**src/rtl/isil_pkg.sv**
```systemverilog
// Shared constants and the result type of the I2C slave image loader.
`default_nettype none

package isil_pkg;

  localparam logic [1:0] FUNC_BYTE  = 2'd0;
  localparam logic [1:0] FUNC_READ  = 2'd1;
  localparam logic [1:0] FUNC_ABORT = 2'd2;

  localparam logic [7:0] BYTE_CONNECT = 8'hef;
  localparam logic [7:0] BYTE_BUSY    = 8'h78;
  localparam logic [7:0] BYTE_OK      = 8'h46;
  localparam logic [7:0] BYTE_FATAL   = 8'h45;
  localparam logic [7:0] BYTE_IDLE    = 8'h00;
  localparam logic [7:0] BYTE_NOFLASH = 8'h59;
  localparam logic [7:0] BYTE_FLASH   = 8'h58;

  localparam logic [2:0] FIELD_BYTES = 3'd4;

  localparam logic [1:0] EV_NONE  = 2'd0;
  localparam logic [1:0] EV_CLEAR = 2'd1;
  localparam logic [1:0] EV_OK    = 2'd2;
  localparam logic [1:0] EV_FATAL = 2'd3;

  typedef struct packed {
    logic        reply_valid;
    logic [7:0]  reply_byte;
    logic        store_valid;
    logic [31:0] store_index;
    logic [7:0]  store_byte;
    logic [1:0]  status_event;
    logic [2:0]  phase;
    logic        flash_request;
    logic        done_res;
  } result_t;

endpackage

`default_nettype wire

```
**src/rtl/isil_core.sv**
```systemverilog
// Download protocol state and the per-request update logic of the image loader.
`default_nettype none

module isil_core (
  input  logic                 clk,
  input  logic                 rst,
  input  logic                 step_en,
  input  logic [1:0]           func,
  input  logic [7:0]           data_byte,
  output isil_pkg::result_t    res
);

  typedef enum logic [2:0] {
    PH_FINISH   = 3'd0,
    PH_CONNECT  = 3'd1,
    PH_LENGTH   = 3'd2,
    PH_FILE     = 3'd3,
    PH_ACK      = 3'd4,
    PH_ERROR    = 3'd5,
    PH_CHECKSUM = 3'd6
  } phase_t;

  phase_t      phase, phase_next;
  logic [31:0] expected_sum, expected_sum_next;
  logic [31:0] image_length, image_length_next;
  logic [2:0]  field_count, field_count_next;
  logic [31:0] image_index, image_index_next;
  logic [31:0] running_sum, running_sum_next;
  logic        sum_failed, sum_failed_next;
  logic        flash_flag, flash_flag_next;

  logic [2:0]  count_inc;
  logic        store_now;
  logic [31:0] index_after;
  logic [31:0] sum_after;
  logic        image_complete;

  assign count_inc      = field_count + 3'd1;
  assign store_now      = image_index < image_length;
  assign index_after    = store_now ? image_index + 32'd1 : image_index;
  assign sum_after      = store_now ? running_sum + {24'd0, data_byte} : running_sum;
  assign image_complete = !(index_after < image_length);

  always_comb begin
    phase_next        = phase;
    expected_sum_next = expected_sum;
    image_length_next = image_length;
    field_count_next  = field_count;
    image_index_next  = image_index;
    running_sum_next  = running_sum;
    sum_failed_next   = sum_failed;
    flash_flag_next   = flash_flag;
    res               = '0;

    if (phase != PH_FINISH) begin
      unique case (func)
        isil_pkg::FUNC_BYTE: begin
          unique case (phase)
            PH_CONNECT: begin
              if (data_byte == isil_pkg::BYTE_CONNECT) begin
                phase_next = PH_CHECKSUM;
              end
            end
            PH_CHECKSUM: begin
              expected_sum_next = {data_byte, expected_sum[31:8]};
              field_count_next  = count_inc;
              if (count_inc == isil_pkg::FIELD_BYTES) begin
                phase_next       = PH_LENGTH;
                field_count_next = 3'd0;
                res.status_event = isil_pkg::EV_CLEAR;
              end
            end
            PH_LENGTH: begin
              image_length_next = {data_byte, image_length[31:8]};
              field_count_next  = count_inc;
              if (count_inc == isil_pkg::FIELD_BYTES) begin
                phase_next = PH_FILE;
              end
            end
            PH_FILE: begin
              if (store_now) begin
                res.store_valid = 1'b1;
                res.store_index = image_index;
                res.store_byte  = data_byte;
              end
              image_index_next = index_after;
              running_sum_next = sum_after;
              if (image_complete) begin
                if (sum_after == expected_sum) begin
                  phase_next       = PH_ACK;
                  res.status_event = isil_pkg::EV_OK;
                end else begin
                  sum_failed_next   = 1'b1;
                  phase_next        = PH_CHECKSUM;
                  image_length_next = 32'd0;
                  field_count_next  = 3'd0;
                  image_index_next  = 32'd0;
                  running_sum_next  = 32'd0;
                  res.status_event  = isil_pkg::EV_FATAL;
                end
              end
            end
            PH_ACK: begin
              if (data_byte == isil_pkg::BYTE_FLASH) begin
                flash_flag_next  = 1'b1;
                phase_next       = PH_FINISH;
                res.status_event = isil_pkg::EV_CLEAR;
              end else if (data_byte == isil_pkg::BYTE_NOFLASH) begin
                flash_flag_next  = 1'b0;
                phase_next       = PH_FINISH;
                res.status_event = isil_pkg::EV_CLEAR;
              end
            end
            default: begin
            end
          endcase
        end
        isil_pkg::FUNC_READ: begin
          res.reply_valid = 1'b1;
          unique case (phase) inside
            PH_CHECKSUM, PH_LENGTH, PH_FILE: begin
              if (sum_failed) begin
                res.reply_byte  = isil_pkg::BYTE_FATAL;
                sum_failed_next = 1'b0;
              end else begin
                res.reply_byte = isil_pkg::BYTE_BUSY;
              end
            end
            PH_ERROR: begin
              res.reply_byte = isil_pkg::BYTE_FATAL;
              phase_next     = PH_LENGTH;
            end
            PH_ACK: begin
              res.reply_byte = isil_pkg::BYTE_OK;
            end
            default: begin
              res.reply_byte = isil_pkg::BYTE_IDLE;
            end
          endcase
        end
        isil_pkg::FUNC_ABORT: begin
          phase_next = PH_ERROR;
        end
        default: begin
        end
      endcase
    end

    res.phase         = phase_next;
    res.flash_request = flash_flag_next;
    res.done_res      = (phase_next == PH_FINISH);
  end

  always_ff @(posedge clk) begin
    if (rst) begin
      phase        <= PH_CONNECT;
      expected_sum <= 32'd0;
      image_length <= 32'd0;
      field_count  <= 3'd0;
      image_index  <= 32'd0;
      running_sum  <= 32'd0;
      sum_failed   <= 1'b0;
      flash_flag   <= 1'b0;
    end else if (step_en) begin
      phase        <= phase_next;
      expected_sum <= expected_sum_next;
      image_length <= image_length_next;
      field_count  <= field_count_next;
      image_index  <= image_index_next;
      running_sum  <= running_sum_next;
      sum_failed   <= sum_failed_next;
      flash_flag   <= flash_flag_next;
    end
  end

endmodule

`default_nettype wire

```
**src/rtl/i2c_slave_image_loader_core.sv**
```systemverilog
// Top level of the I2C slave image loader: request register, protocol core, result register.
//
// Each input request is one slave event: func 0 carries a received byte in data_byte,
// func 1 is a read request from the master and func 2 a transmit abort. Every request
// yields exactly one result carrying the reply byte, an optional image store, a mailbox
// status event and the current phase, flash request and done flags.
// Both channels use valid and ready. A request is held in an input register and is
// processed in the cycle it moves into the result register, from which its result is
// offered. One request per cycle is sustained while the receiver takes every result.
// When the receiver stalls, the result register holds its value and one further request
// is still taken into the input register; after that in_ready falls until the result is
// taken. Reset clears the valid flags of both registers and returns the protocol to
// waiting for the connect byte with all counters, sums and flags cleared. Once the
// download has finished, every request is answered with a result that carries no reply,
// store or status event, with done set, until the next reset.
`default_nettype none

module i2c_slave_image_loader_core (
  input  logic        clk,
  input  logic        rst,
  input  logic        in_valid,
  output logic        in_ready,
  input  logic [1:0]  func,
  input  logic [7:0]  data_byte,
  output logic        out_valid,
  input  logic        out_ready,
  output logic        reply_valid,
  output logic [7:0]  reply_byte,
  output logic        store_valid,
  output logic [31:0] store_index,
  output logic [7:0]  store_byte,
  output logic [1:0]  status_event,
  output logic [2:0]  phase,
  output logic        flash_request,
  output logic        done_res
);

  logic              req_valid;
  logic [1:0]        req_func;
  logic [7:0]        req_byte;
  logic              advance;
  isil_pkg::result_t step_res;
  isil_pkg::result_t res;

  assign advance  = req_valid && (!out_valid || out_ready);
  assign in_ready = !req_valid || advance;

  isil_core u_core (
    .clk       (clk),
    .rst       (rst),
    .step_en   (advance),
    .func      (req_func),
    .data_byte (req_byte),
    .res       (step_res)
  );

  always_ff @(posedge clk) begin
    if (rst) begin
      req_valid <= 1'b0;
      out_valid <= 1'b0;
    end else begin
      if (in_ready) begin
        req_valid <= in_valid;
      end
      if (!out_valid || out_ready) begin
        out_valid <= req_valid;
      end
    end
    if (in_valid && in_ready) begin
      req_func <= func;
      req_byte <= data_byte;
    end
    if (advance) begin
      res <= step_res;
    end
  end

  assign reply_valid   = res.reply_valid;
  assign reply_byte    = res.reply_byte;
  assign store_valid   = res.store_valid;
  assign store_index   = res.store_index;
  assign store_byte    = res.store_byte;
  assign status_event  = res.status_event;
  assign phase         = res.phase;
  assign flash_request = res.flash_request;
  assign done_res      = res.done_res;

endmodule

`default_nettype wire
```
**config.mk**
```make
export PLATFORM = sky130hd
export DESIGN_NAME = i2c_slave_image_loader_core
export DESIGN_NICKNAME = d
export VERILOG_FILES = /design/src/rtl/isil_pkg.sv /design/src/rtl/isil_core.sv /design/src/rtl/i2c_slave_image_loader_core.sv
export SDC_FILE = /design/constraint.sdc
export NUM_CORES = 1
export LEC_CHECK = 0
export BUFFER_PORTS_ARGS = -buffer_cell sky130_fd_sc_hd__buf_2
export CORE_MARGIN = 2
export CORE_UTILIZATION = 56
export CTS_CLUSTER_SIZE = 30
export DETAILED_ROUTE_END_ITERATION = 8
export PLACE_DENSITY = 0.75
export SKIP_CTS_REPAIR_TIMING = 1
export SYNTH_ARGS = -nofsm -noshare
export SYNTH_HDL_FRONTEND = slang
export SYNTH_SLANG_ARGS = --single-unit
```
**constraint.sdc**
```tcl
create_clock -name clk -period 5.9 [get_ports clk]
set_input_delay 0.295 -clock clk [delete_from_list [all_inputs] [get_ports clk]]
set_output_delay 0.295 -clock clk [all_outputs]
set_load 0.02 [all_outputs]
```
* Word level (Yosys, flattened, before mapping)
Index checks and enable logic that the tools add are counted.
Word-level totals: bits in registers 205, bits of input ports 14, output and inout port bits 59, word-level logic and storage cells 111
Operators by class: $add $sub $neg 3, order comparisons 2, equal/unequal tests 19, multiplexer cells 44, reductions and logical operators 22
Operators by type and width (number):
- $mux W32 | 8
- $lt A32 B32 Y1 | 2
- $pmux W32 S2 | 1
- $mux W41 | 1
- $mux W3 | 11
- $add A32 B1 Y32 const B | 1
- $add A32 B8 Y32 | 1
- $eq A32 B32 Y1 | 1
- $pmux W7 S3 | 1
- $pmux W3 S3 | 2
- $eq A8 B7 Y1 const B | 2
- $pmux W3 S5 | 1
- $eq A3 B3 Y1 const B | 4
- $mux W1 | 12
- $reduce_and A4 Y1 | 3
- $reduce_and A6 Y1 | 2
- $mux W9 | 1
- $eq A8 B8 Y1 const B | 1
- $ne A2 B2 Y1 const B | 4
- $reduce_and A7 Y1 | 1
- $eq A3 B2 Y1 const B | 2
- $mux W2 | 3
- $mux W6 | 1
- $pmux W2 S3 | 1
- other kinds (16) | 23

* Longest topological paths before layout
word-level depth 9, mapped depth 26

* Hierarchy
Synthesis repeated with hierarchy kept, for this count alone.
Unflattened totals: cells, all modules 1302, area total of the unflattened synthesis 11711.2 sq um
By module, submodules not included:
- isil_core | instances 1, cells an instance 1225, area each 9595.5 sq um
- i2c_slave_image_loader_core | instances 1, cells an instance 77, area each 2115.8 sq um

* Worst setup path after synthesis
No wires, ideal clock.
path type reg-to-reg, start register u_core.image_length[30], end register u_core.image_index[0], library setup time 0.117 ns, arrival time 5.402 ns, required time 5.783 ns, slack 0.381 ns, cell stages (with the launch flop) 25, buffers on the path 3, period minus slack after synthesis 5.519 ns, path through dfxtp_1 -> inv_1 -> ha_1 -> a21oi_1 -> nand2_1 -> a221oi_2 -> nand2_1 -> or4_1 -> clkbuf_1 -> nor3b_2 -> and3_1 -> nand3_1 -> xnor2_1 -> ha_1 -> nand4_1 -> nor4_1 -> nand2_1 -> or3_1 -> a31oi_1 -> a211oi_2 -> a21o_1 -> buf_4 -> o21ai_2 -> buf_2 -> nor2_1
On the way: cells in the longest elaborated chain, start to end 5, elaborated cells on any way between the ends 7
Ends and longest elaborated chain:
- from (decl) | RTL line isil_core.sv:25 | logic [31:0] image_length, image_length_next;
- from (signal assigned) | RTL line isil_core.sv:167 | image_length <= image_length_next;
- branches (longest 4 deep; another with $lt A32 B32 Y1)
- $mux W32 * | RTL line isil_core.sv:88 | if (image_complete) begin
- to (signal assigned) | RTL line isil_core.sv:169 | image_index <= image_index_next;
- to (decl) | RTL line isil_core.sv:27 | logic [31:0] image_index, image_index_next;
Mark *: on every way between the ends. A chain may end at the register's enable or synchronous reset.

* Worst setup path in the final report
start register u_core.image_length[11], end register res, in the netlist status_event[0], data pin
On the way: cells in the longest elaborated chain, start to end 6, elaborated cells on any way between the ends 8
Ends and longest elaborated chain:
- branches (longest 4 deep; another with $lt A32 B32 Y1)
- $mux W2 * | RTL line isil_core.sv:88
- $pmux W2 S3 * | RTL line isil_core.sv:58 | unique case (phase)
- to (signal assigned) | RTL line i2c_slave_image_loader_core.sv:74 | res <= step_res;
- to (decl) | RTL line i2c_slave_image_loader_core.sv:43 | isil_pkg::result_t res;
Marks and branches as above.

==> metrics.md <==
| Metric | Value |
|---|---|
| Final Setup Violations | 0 |
| Via density | 5.97 |
| GR Util met1 | 37.1% |
| Gpl congestion | 0.974 |
| Dominant cell type by area after synthesis | dfxtp_1 |
| Syn Inst Count | 1249 |
| CP required | 6.14 ns |
| Max Slew Vio Count | 0 |
| GRT Total Usage | 27.5% |
| Most common cell after layout, fill and taps aside | nand2_1 |
| Clk root buf | clkbuf_16 |
| Row count | 52 |
| Drt wl/cell | 18.7 um |
| Status | complete, no violations |
| Fin Setup TNS | 0 ns |
| Fin. Hold Viols | 0 |
| Drt initial violations | 799 |
| Fin crit share | 95.9% |
| Chip Width | 146 um |
| Final ANT Viol Nets | 0 |
| Final core occ | 64.5% |
| Worst Setup Start Kind | flip-flop |
| CP Launch Point | u_core.image_length[11] |
| Relative slew slack | 20.7% |
| Clock Sinks | 202 |
| Die height | 146 um |
| Clk slew on worst S/H paths | 0.06 ns |
| Area grow syn2layout | 13.8% |
| Initial antenna violation count | 1 |
| Port Buffers | 71 |
| Io pins | 73 |
| Met3 Track Usage GR | 3.44% |
| Hold path startpoint | in_valid |
| Slew @ Worst Pin | 1.19 ns |
| Final WL | 29900 um |
| Final HPWL DP | 21100 um |
| Nets | 1404 |
| Clock power frac | 46.5% |
| Max_cap viols | 0 |
| Sequential area share after synthesis | 41.2% |
| Reg2reg start | u_core.image_length[11] |
| Synthesized flop and latch total | 202 |
| Net Switching | 0.739 mW |
| Leak | 5.02 nW |
| Biggest fanout along the worst timing path | 12 |
| Count of cell types in the netlist | 92 |
| Die area | 0.0214 mm^2 |
| GRT Max-Usage Layer | met2 |
| CP arrival | 5.89 ns |
| H-tree levels | 1 |
| Seq pwr share | 46.5% |
| Gate power share | 7.0% |
| Largest net degree at the start of global routing | 60 |
| Number of enable flip-flop cells after synthesis | 64 |
| Worst-Skew Late Latency | 0.51 ns |
| Commonest cells after routing, fill and taps aside | nand2_1, dfxtp_1, a21oi_1 |
| Worst min-delay path category | in -> reg |
| Sw Share | 23.2% |
| RSZ-0062 raised after global routing | no |
| Placement Cell Area | 0.0120 mm^2 |
| GRT overflow | 0 |
| Top cells by area, synth | dfxtp_1, edfxtp_1, ha_1, nand2_1, xnor2_1 |
| Yosys top cell area share | 24.3% |
| Max Root-Sink Buffers | 3 |
| Ys Warns | 0 |
| Number of global-route vias before repair | 9074 |
| Cts bufs inserted | 23 |
| DRC | 0 |
| Post-route cell area | 0.0129 mm^2 |
| PD cells | 246 mW/mm^2 |
| First-pass GRT wire length | 47700 um |
| Via count | 9553 |
| Fin crit period | 5.66 ns |
| Top_reg_cell synth | dfxtp_1 |
| Post-synth net total | 1338 |
| Peak VDD IR | 0.221 mV |
| Internal power | 2.45 mW |
| Antenna cells | 0 |
| CP endpoint kind | flip-flop |
| Initial Util | 56.7% |
| Fmax achieved | 177 MHz |
| Worst Skew | 0.00847 ns |
| Met2 Use GR | 45.2% |
| CORE AREA | 0.0200 mm^2 |
| Pre-antenna DRT Iters | 5 |
| Synthesized area per cell | 9.09 um^2 |
| CTS tree | built |
| Layout cell share with drive strength beyond 1 | 13.1% |
| Crit Path Category | reg -> reg |
| Area of the mapped netlist | 0.0114 mm^2 |
| Asr flop ratio synth | 0% |
[synth_stat cells, types with 13 or more instances]
library cell	instances
a21o_1	19
a21oi_1	94
a22o_1	35
and2_1	53
and3_1	16
clkbuf_1	47
dfxtp_1	138
edfxtp_1	64
ha_1	74
inv_1	50
nand2_1	163
nand3_1	43
nand4_1	26
nor2_1	87
nor3_1	24
nor4_1	13
o21ai_0	19
xnor2_1	59
xor2_1	47
[sequential cells by signal, indices dropped and copies added, names as in the netlist, 3 cells and up]
register and count:
u_core.expected_sum 32, u_core.image_index 32, u_core.field_count 3, store_byte 8, phase 3, u_core.phase 3
req_byte 8, store_index 32, u_core.image_length 32, u_core.running_sum 32, reply_byte 5
[layout make-up]
class / count / area, um^2
fillers: 1713 / 7110
inverters: 51 / 191
clock inverters: 7 / 90.1
multi-input cells: 927 / 6220
repair buffers: 110 / 698
flip-flops and latches: 202 / 4680
clock buffers: 34 / 708
well taps: 270 / 338
[power by group through the flow]
stage / clock, mW / sequential (mW) / combinational (mW)
detailed placement: 0 / 1.51 / 0.214
CTS: 1.50 / 1.48 / 0.214
finish: 1.48 / 1.48 / 0.224
floorplan: 0 / 1.52 / 0.123
global placement: 0 / 1.51 / 0.210
global route: 1.56 / 1.48 / 0.239
[path summary, 6_finish.rpt]
path / end / slack [ns] / cells past startpoint
setup reg to reg: status_event[0] / 0.24 / 23
setup / recovery: status_event[0] / 0.24 / 23
hold reg to reg: u_core.flash_flag / 0.45 / 2
hold / removal: req_valid / 0.02 / 3
[logic make-up after synthesis]
group	count (synthesis)	share of synthesized area [%]
DFF	202	41.2
xor gates and xnor gates	106	8.17
and+or+nand+nor	484	21.2
muxes	5	0.452
AOI/OAI and AO/OA	256	16.1
adders and majority gates	75	8.33
other	1	0.0330
buffers and inverters	120	4.41
[critical path: stages, from the launching register on]
cell and delay [ns]:
dfxtp_1 0.37, inv_1 0.08, ha_1 0.31, a41o_1 0.23, a21oi_1 0.17, a2bb2oi_2 0.23
a311oi_4 0.13, or4_1 0.53, buf_4 0.20, nor2_1 0.19, and2_1 0.18, xor2_1 0.22
ha_1 0.29, a21o_1 0.17, a21o_1 0.17, a21o_1 0.17, a21oi_1 0.17, o41ai_1 0.10
or4_1 0.44, a211oi_2 0.27, buf_4 0.22, a21o_1 0.21, buf_4 0.24, o22ai_1 0.09
[metal layers]
layer | routed length (um) | vias to the layer above
met5 | 0 | -
met4 | 1190 | 0
met3 | 1750 | 82
met2 | 14100 | 333
met1 | 12900 | 4527
li1 | - | 4611
[stage by stage]
step                worst slack [ns]  power, mW  std cells  hold WS [ns]
finish                         0.243       3.19       1601        0.0178
global placement               0.214       1.72       1550         0.442
floorplan                      0.381       1.64       1249         0.394
global route                  0.0115       3.28       1601        0.0375
CTS                            0.209       3.20       1591       -0.0510
detailed placement             0.259       1.72       1550         0.450
No activity file was read; power rests on OpenSTA's default activity.
